### src/rtl/cllm_pkg.sv
// Shared constants, types and helpers for the cursor linked list manager.
package cllm_pkg;

    localparam int NODES      = 64;
    localparam int DATA_WIDTH = 32;
    localparam int SLOT_W     = $clog2(NODES);

    // Fixed field widths of the stream words
    localparam int MODE_W  = 2;
    localparam int POS_W   = 6;
    localparam int VALUE_W = 32;

    localparam int S_TDATA_W = ((MODE_W + POS_W + VALUE_W + 7) / 8) * 8;
    localparam int M_TDATA_W = ((1 + VALUE_W + SLOT_W + 7) / 8) * 8;

    localparam logic [SLOT_W-1:0] HEAD_SLOT = SLOT_W'(NODES - 1);
    localparam logic [SLOT_W-1:0] NULL_SLOT = '0;

    localparam logic [MODE_W-1:0] MODE_INSERT = 2'd0;
    localparam logic [MODE_W-1:0] MODE_DELETE = 2'd1;
    localparam logic [MODE_W-1:0] MODE_FIND   = 2'd2;

    typedef struct packed {
        logic [MODE_W-1:0]  mode;
        logic [POS_W-1:0]   position;
        logic [VALUE_W-1:0] value_in;
    } cmd_t;

    typedef struct packed {
        logic              we;
        logic [SLOT_W-1:0] waddr;
        logic [SLOT_W-1:0] wdata;
        logic [SLOT_W-1:0] raddr;
    } link_req_t;

    typedef struct packed {
        logic                  we;
        logic [SLOT_W-1:0]     waddr;
        logic [DATA_WIDTH-1:0] wdata;
        logic [SLOT_W-1:0]     raddr;
    } val_req_t;

    typedef struct packed {
        logic               status;
        logic [VALUE_W-1:0] value_out;
        logic [SLOT_W-1:0]  slot_found;
    } result_t;

    // Cursor held by a slot that has never been written: free chain
    // 1 -> 2 -> ... -> NODES-2 -> end, list head empty.
    function automatic logic [SLOT_W-1:0] link_init(input logic [SLOT_W-1:0] slot);
        logic [SLOT_W-1:0] nxt;
        nxt = (slot < SLOT_W'(NODES - 2)) ? slot + 1'b1 : NULL_SLOT;
        return nxt;
    endfunction

endpackage

### src/rtl/cursor_linked_list_manager.sv
// Cursor linked list manager: one ordered value list plus a free chain in slot memories.
//
// Requests arrive on the s_ stream, one word per request: insert a value at a
// list position, delete the node at a position, or find the first slot that
// holds a value. Each request gives exactly one result word on the m_ stream.
// One request is worked on at a time; s_tready is high only while idle.
// The cursor walk does one read of the link memory per cycle, the next
// address taken straight from the registered read data. Patching links
// takes one link memory write at a time (one write port).
// A result sits in the output register until taken; the block may accept and
// work the next request meanwhile, and holds its result until that register
// frees up. Reset empties the list and rebuilds the free chain at once
// (per-slot valid bits stand in for the initial cursors), no clearing pass.
module cursor_linked_list_manager (
    input  logic                           aclk,
    input  logic                           aresetn,
    input  logic                           s_tvalid,
    output logic                           s_tready,
    input  logic [cllm_pkg::S_TDATA_W-1:0] s_tdata,  // mode, position, value_in
    output logic                           m_tvalid,
    input  logic                           m_tready,
    output logic [cllm_pkg::M_TDATA_W-1:0] m_tdata   // status, value_out, slot_found
);

    localparam int POS_LO = cllm_pkg::MODE_W;
    localparam int VAL_LO = cllm_pkg::MODE_W + cllm_pkg::POS_W;

    cllm_pkg::cmd_t                  cmd;
    cllm_pkg::link_req_t             link_req;
    cllm_pkg::val_req_t              val_req;
    logic [cllm_pkg::SLOT_W-1:0]     link_rdata;
    logic [cllm_pkg::DATA_WIDTH-1:0] val_rdata;
    logic                            res_valid;
    logic                            res_ready;
    cllm_pkg::result_t               res;
    logic                            m_tvalid_reg;
    cllm_pkg::result_t               out_reg;

    assign cmd.mode     = s_tdata[cllm_pkg::MODE_W-1:0];
    assign cmd.position = s_tdata[POS_LO +: cllm_pkg::POS_W];
    assign cmd.value_in = s_tdata[VAL_LO +: cllm_pkg::VALUE_W];

    cllm_ctrl u_ctrl (
        .aclk       (aclk),
        .aresetn    (aresetn),
        .in_valid   (s_tvalid),
        .in_ready   (s_tready),
        .cmd        (cmd),
        .link_req   (link_req),
        .link_rdata (link_rdata),
        .val_req    (val_req),
        .val_rdata  (val_rdata),
        .res_valid  (res_valid),
        .res_ready  (res_ready),
        .res        (res)
    );

    cllm_link_ram u_link_ram (
        .aclk    (aclk),
        .aresetn (aresetn),
        .req     (link_req),
        .rdata   (link_rdata)
    );

    cllm_value_ram u_value_ram (
        .aclk  (aclk),
        .req   (val_req),
        .rdata (val_rdata)
    );

    assign res_ready = !m_tvalid_reg || m_tready;

    always_ff @(posedge aclk) begin
        if (!aresetn) begin
            m_tvalid_reg <= 1'b0;
        end else if (res_ready) begin
            m_tvalid_reg <= res_valid;
        end
    end

    always_ff @(posedge aclk) begin
        if (res_ready && res_valid) begin
            out_reg <= res;
        end
    end

    assign m_tvalid = m_tvalid_reg;
    assign m_tdata  = cllm_pkg::M_TDATA_W'({out_reg.slot_found, out_reg.value_out,
                                            out_reg.status});

endmodule

### src/rtl/cllm_link_ram.sv
// Cursor store: one write and one registered read port, per-slot valid bits.
module cllm_link_ram (
    input  logic                        aclk,
    input  logic                        aresetn,
    input  cllm_pkg::link_req_t         req,
    output logic [cllm_pkg::SLOT_W-1:0] rdata
);

    logic [cllm_pkg::SLOT_W-1:0] mem [cllm_pkg::NODES];
    logic [cllm_pkg::NODES-1:0]  valid_reg;
    logic [cllm_pkg::SLOT_W-1:0] rdata_reg;
    logic [cllm_pkg::SLOT_W-1:0] raddr_reg;
    logic                        rvalid_reg;

    always_ff @(posedge aclk) begin
        if (req.we) begin
            mem[req.waddr] <= req.wdata;
        end
        rdata_reg <= mem[req.raddr];
        raddr_reg <= req.raddr;
    end

    always_ff @(posedge aclk) begin
        if (!aresetn) begin
            valid_reg  <= '0;
            rvalid_reg <= 1'b0;
        end else begin
            rvalid_reg <= valid_reg[req.raddr];
            if (req.we) begin
                valid_reg[req.waddr] <= 1'b1;
            end
        end
    end

    // unwritten slots read as their reset cursor
    assign rdata = rvalid_reg ? rdata_reg : cllm_pkg::link_init(raddr_reg);

endmodule

### src/rtl/cllm_value_ram.sv
// Value store: one write and one registered read port, no reset contents.
module cllm_value_ram (
    input  logic                            aclk,
    input  cllm_pkg::val_req_t              req,
    output logic [cllm_pkg::DATA_WIDTH-1:0] rdata
);

    logic [cllm_pkg::DATA_WIDTH-1:0] mem [cllm_pkg::NODES];
    logic [cllm_pkg::DATA_WIDTH-1:0] rdata_reg;

    always_ff @(posedge aclk) begin
        if (req.we) begin
            mem[req.waddr] <= req.wdata;
        end
        rdata_reg <= mem[req.raddr];
    end

    assign rdata = rdata_reg;

endmodule

### src/rtl/cllm_ctrl.sv
// Sequencer: walks the cursor chain one link per cycle and patches links.
module cllm_ctrl (
    input  logic                            aclk,
    input  logic                            aresetn,
    input  logic                            in_valid,
    output logic                            in_ready,
    input  cllm_pkg::cmd_t                  cmd,
    output cllm_pkg::link_req_t             link_req,
    input  logic [cllm_pkg::SLOT_W-1:0]     link_rdata,
    output cllm_pkg::val_req_t              val_req,
    input  logic [cllm_pkg::DATA_WIDTH-1:0] val_rdata,
    output logic                            res_valid,
    input  logic                            res_ready,
    output cllm_pkg::result_t               res
);

    typedef enum logic [6:0] {
        ST_IDLE = 7'b0000001,
        ST_WALK = 7'b0000010,
        ST_FIND = 7'b0000100,
        ST_INS  = 7'b0001000,
        ST_DEL1 = 7'b0010000,
        ST_DEL2 = 7'b0100000,
        ST_DONE = 7'b1000000
    } state_t;

    state_t                          state_reg, state_next;
    logic [cllm_pkg::SLOT_W-1:0]     cur_reg, cur_next;       // node being walked
    logic [cllm_pkg::POS_W-1:0]      cnt_reg, cnt_next;       // links still to follow
    logic [cllm_pkg::SLOT_W-1:0]     nj_reg, nj_next;         // successor / victim slot
    logic [cllm_pkg::SLOT_W-1:0]     free_reg, free_next;     // free chain head
    logic [cllm_pkg::MODE_W-1:0]     mode_reg, mode_next;
    logic [cllm_pkg::DATA_WIDTH-1:0] val_reg, val_next;
    cllm_pkg::result_t               res_reg, res_next;

    always_comb begin
        state_next = state_reg;
        cur_next   = cur_reg;
        cnt_next   = cnt_reg;
        nj_next    = nj_reg;
        free_next  = free_reg;
        mode_next  = mode_reg;
        val_next   = val_reg;
        res_next   = res_reg;
        link_req   = '0;
        link_req.raddr = cur_reg;
        val_req    = '0;
        res_valid  = 1'b0;

        unique case (state_reg)
            ST_IDLE: begin
                link_req.raddr = cllm_pkg::HEAD_SLOT;
                if (in_valid) begin
                    mode_next = cmd.mode;
                    val_next  = cllm_pkg::DATA_WIDTH'(cmd.value_in);
                    cur_next  = cllm_pkg::HEAD_SLOT;
                    cnt_next  = cmd.position - 1'b1;
                    res_next.status     = 1'b1;
                    res_next.value_out  = '0;
                    res_next.slot_found = cllm_pkg::NULL_SLOT;
                    case (cmd.mode) inside
                        cllm_pkg::MODE_INSERT, cllm_pkg::MODE_DELETE: begin
                            state_next = (cmd.position == '0) ? ST_DONE : ST_WALK;
                        end
                        cllm_pkg::MODE_FIND: begin
                            state_next = ST_FIND;
                        end
                        default: begin
                            state_next = ST_DONE;
                        end
                    endcase
                end
            end
            ST_WALK: begin
                // link_rdata is the cursor of cur_reg
                if (cnt_reg != '0) begin
                    if (link_rdata == cllm_pkg::NULL_SLOT) begin
                        state_next = ST_DONE;
                    end else begin
                        cur_next       = link_rdata;
                        cnt_next       = cnt_reg - 1'b1;
                        link_req.raddr = link_rdata;
                    end
                end else if (mode_reg == cllm_pkg::MODE_INSERT) begin
                    if (free_reg == cllm_pkg::NULL_SLOT) begin
                        state_next = ST_DONE;
                    end else begin
                        link_req.raddr = free_reg;
                        link_req.we    = 1'b1;
                        link_req.waddr = cur_reg;
                        link_req.wdata = free_reg;
                        val_req.we     = 1'b1;
                        val_req.waddr  = free_reg;
                        val_req.wdata  = val_reg;
                        nj_next        = link_rdata;
                        state_next     = ST_INS;
                    end
                end else begin
                    if (link_rdata == cllm_pkg::NULL_SLOT) begin
                        state_next = ST_DONE;
                    end else begin
                        link_req.raddr = link_rdata;
                        nj_next        = link_rdata;
                        state_next     = ST_DEL1;
                    end
                end
            end
            ST_INS: begin
                free_next       = link_rdata;
                link_req.we     = 1'b1;
                link_req.waddr  = free_reg;
                link_req.wdata  = nj_reg;
                res_next.status = 1'b0;
                state_next      = ST_DONE;
            end
            ST_DEL1: begin
                // unlink the victim: predecessor takes its cursor
                link_req.we        = 1'b1;
                link_req.waddr     = cur_reg;
                link_req.wdata     = link_rdata;
                res_next.value_out = cllm_pkg::VALUE_W'(val_rdata);
                res_next.status    = 1'b0;
                state_next         = ST_DEL2;
            end
            ST_DEL2: begin
                link_req.we    = 1'b1;
                link_req.waddr = nj_reg;
                link_req.wdata = free_reg;
                free_next      = nj_reg;
                state_next     = ST_DONE;
            end
            ST_FIND: begin
                if (cur_reg != cllm_pkg::HEAD_SLOT && val_rdata == val_reg) begin
                    res_next.status     = 1'b0;
                    res_next.slot_found = cur_reg;
                    state_next          = ST_DONE;
                end else if (link_rdata == cllm_pkg::NULL_SLOT) begin
                    state_next = ST_DONE;
                end else begin
                    cur_next       = link_rdata;
                    link_req.raddr = link_rdata;
                end
            end
            ST_DONE: begin
                res_valid = 1'b1;
                if (res_ready) begin
                    state_next = ST_IDLE;
                end
            end
            default: begin
                state_next = ST_IDLE;
            end
        endcase

        val_req.raddr = link_req.raddr;
    end

    always_ff @(posedge aclk) begin
        if (!aresetn) begin
            state_reg <= ST_IDLE;
            free_reg  <= cllm_pkg::SLOT_W'(1);
        end else begin
            state_reg <= state_next;
            free_reg  <= free_next;
        end
    end

    always_ff @(posedge aclk) begin
        cur_reg  <= cur_next;
        cnt_reg  <= cnt_next;
        nj_reg   <= nj_next;
        mode_reg <= mode_next;
        val_reg  <= val_next;
        res_reg  <= res_next;
    end

    assign in_ready = (state_reg == ST_IDLE);
    assign res      = res_reg;

endmodule

### config.mk
export PLATFORM = sky130hd
export DESIGN_NAME = cursor_linked_list_manager
export DESIGN_NICKNAME = d
export VERILOG_FILES = /design/src/rtl/cllm_pkg.sv /design/src/rtl/cursor_linked_list_manager.sv /design/src/rtl/cllm_link_ram.sv /design/src/rtl/cllm_value_ram.sv /design/src/rtl/cllm_ctrl.sv
export SDC_FILE = /design/constraint.sdc
export NUM_CORES = 2
export LEC_CHECK = 0
export BUFFER_PORTS_ARGS = -buffer_cell sky130_fd_sc_hd__buf_2
export CORE_MARGIN = 5
export CORE_UTILIZATION = 60
export DETAILED_ROUTE_END_ITERATION = 10
export PLACE_DENSITY = 0.73
export SYNTH_ARGS = -nofsm -noshare
export SYNTH_HDL_FRONTEND = slang
export SYNTH_SLANG_ARGS = --single-unit
### constraint.sdc
create_clock -name aclk -period 6.1 [get_ports aclk]
set_input_delay 0.305 -clock aclk [delete_from_list [all_inputs] [get_ports aclk]]
set_output_delay 0.305 -clock aclk [all_outputs]
set_load 0.01 [all_outputs]
==> reports/qor.yml <==
outcome:
  status: "finished, violations left"
  violations: "negative setup slack"
timing:
  slew_violations: 0
  worst_clock_skew_ns: 0.0725
  max_freq_mhz: 164
  finalHoldViolCount: 0
  period_needed_ns: 6.11
  rsz0062_at_grt: "no"
  setup_viol: 2
  max-slew-margin-rel_pct: 8.46
  tightest_slew_ns: 1.36
  setup_tns_ns: -0.0261
  fin_crit_sh_pct: 100
  fin_ws_ns: -0.0136
job:
  maxCapViolCount: 0
drt:
  drt_pass1_iterations: 6
  vias: 66500
  drt-total-wl_um: 298000
  via_per_inst: 6.70
  antenna_left: 0
  drt_iter0_markers: 10800
  wire_per_inst_um: 30.1
  route.detailed.drc: 0
clocking:
  cts_tree: "done"
  cts_num_sinks: 2685
  root_buffer: "clkbuf_16"
  cts_buffer_depth: 4
  clk_latency_ns: 0.95
  numCtsBuffers: 278
  clk_pin_slew_worst_paths_ns: 0.06
  h-tree-depth: 5
global_routing:
  grt_max_degree: 136
  grt_pass1_wl_um: 433000
  overflow: 0
  grt_pass1_vias: 63500
  antenna_found_initial: 17
  grt.total_usage_pct: 31.8
placed_design:
  gp_congestion: 0.903
  placed_area_um2: 110000
  hpwl_um: 171000
  pre_cts_ws_ns: 0.0872
  io_buffers: 84
setup_path:
  crit_arrival_ns: 6.84
  critPathLaunchType: "flop"
  cp_data_required_time_ns: 6.83
  endpoint_kind: "flop"
  path_max_fanout: 44
  critPathKind: "reg -> reg"
synthesis:
  synth_edf_count: 2562
  synthCells: 7135
  yosys-top-cells-area: "edfxtp_1 73%, nand2_1 4.7%, mux2i_1 4.3%"
  synthTopCellsByCount: "2562 x edfxtp_1, 1322 x nand2_1, 655 x nand3_1, 454 x mux2i_1, 310 x nor2_1"
  synth_top_area_share_pct: 72.8
  yosysMostFrequentCell: "edfxtp_1"
  ys_seq_elements: 2685
  yosysSeqAreaShare_pct: 75.2
  synthDistinctLibCells: 81
  synth.avg_cell_area_um2: 14.8
  synthArstFlopShare_pct: 0
  synthFlopType: "edfxtp_1"
  synth_area_um2: 106000
  synth_area_leader_cell: "edfxtp_1"
  yosysWarnings: 0
die:
  die_x_um: 430
  dieHeight_um: 430
  initial_core_util_pct: 60.2
  rows: 154
  core_region_area_um2: 176000
  ios: 86
  die_area_um2: 185000
layout:
  drive_above_1_share_pct: 12.8
  syn2layout_area_growth_pct: 12.8
  final_nets: 7434
  fin_util_pct: 67.9
  finalInstanceArea_um2: 119000
  largest_reg_flops: 2048
power_and_ir_drop:
  p_int_mw: 30.0
  pwr-share-clk_pct: 42.7
  seqPwrFrac_pct: 53.0
  power_per_cell_area_nw_per_um2: 319
  ir_drop_mv: 0.316
  p_switching_mw: 8.02
  p_sw_share_pct: 21.1
  comb_power_share_pct: 4.4
  leakage_nw: 40.0
hold_path:
  min-delay-path-class: "in -> reg"
[stage by stage]
step | hold slack [ns] | total power [mW] | instances
global route | 0.115 | 39.1 | 9926
finish | 0.131 | 38.0 | 9932
CTS | 0.0797 | 38.1 | 9924
floorplan | 0.377 | 21.5 | 7167
detailed placement | 0.405 | 22.1 | 9398
global placement | 0.401 | 22.1 | 9397
[per-layer routing]
layer	share of wire (%)	global-route usage, %
met5	0.055	0
met4	3.7	11.0
met3	15	10.1
met2	45	47.4
met1	36	45.1
[kinds of logic (layout without fill, tap and decap cells)]
kind of cell | Yosys count | after routing | share of synthesized area (%)
simple gates | 2518 | 2518 | 10.3
fa+ha+maj | 2 | 2 | 0.0237
compound gates | 850 | 850 | 5.66
buf+inv | 478 | 897 | 2.15
other cells | 1 | 39 | 0.00355
mux | 560 | 560 | 6.32
flops | 2685 | 2685 | 75.2
xor+xnor | 41 | 41 | 0.340
[repair_timing]
item,4_1_cts,5_1_grt
setup endpoints to repair,1,5
hold buffers,48,0
hold endpoints to repair,61,0
buffers inserted,0,0
cloned,0,0
gates resized for setup,1,5
[area by class of cell]
type / instances / area, µm²
Antenna cell: 6 / 15.0
Fill cell: 11400 / 56400
Sequential cell: 2685 / 79400
Tap cell: 2340 / 2930
Clock inverter: 116 / 1010
Multi-Input combinational cell: 4004 / 24700
Timing Repair Buffer: 393 / 3380
Inverter: 26 / 128
Clock buffer: 362 / 7550
[power by group through the flow]
| stage | clock network [mW] | logic [mW] | registers [mW] |
|---|---|---|---|
| after detailed placement | 0 | 1.59 | 20.5 |
| after global placement | 0 | 1.56 | 20.5 |
| after CTS | 16.3 | 1.62 | 20.1 |
| after global routing | 17.1 | 1.76 | 20.1 |
| after floorplan | 0 | 1.08 | 20.4 |
| final | 16.2 | 1.66 | 20.1 |
[placed cells by master (no fill, tap or decap), types with 12 or more instances in the layout]
master         instances
a2111oi_0             14
a211oi_1             123
a21oi_1              206
a22oi_1               12
a31oi_1               88
and2_1                44
and3_1                20
and3_2                32
buf_12                42
buf_2                 85
buf_4                217
bufinv_16             18
clkbuf_1              62
clkbuf_16            283
clkbuf_8              17
clkinv_1              44
clkinv_2              47
conb_1                33
dfxtp_1              123
dlygate4sd3_1         48
edfxtp_1            2562
inv_1                 17
mux2_2                23
mux2i_1              454
mux4_2                83
nand2_1             1318
nand3_1              655
nor2_1               246
nor2_4                63
nor3_1                13
nor4_1                42
o211ai_1              13
o21ai_0               23
o221ai_1             115
o22ai_1              108
o31ai_1               13
or4_1                 22
xor2_1                35
[critical path, stage by stage, from the launching register on]
cell and delay (ns):
dfxtp_1 0.70, xor2_1 0.25, nor4_1 0.41, nand3_1 0.30, or3_1 0.61, a21oi_1 0.58, o21a_4 0.41, inv_8 0.19
nand2_8 0.52, buf_4 0.42, o22ai_1 0.15, a211oi_1 0.43, nor4_4 0.18, buf_4 0.18, or4_1 0.55
[worst paths after layout]
| kind | start | cells past startpoint | slack, ns | to |
|---|---|---|---|---|
| min | s_tdata[23] | 2 | 0.13 | u_ctrl.val_reg[15] |
| max reg2reg | u_value_ram.rdata[0] | 14 | -0.01 | u_value_ram.rdata[6] |
| max | u_value_ram.rdata[0] | 14 | -0.01 | u_value_ram.rdata[6] |
| min reg2reg | u_ctrl.res[8] | 0 | 0.42 | m_tdata[3] |
Note: power is estimated with default switching activity, not from simulation.
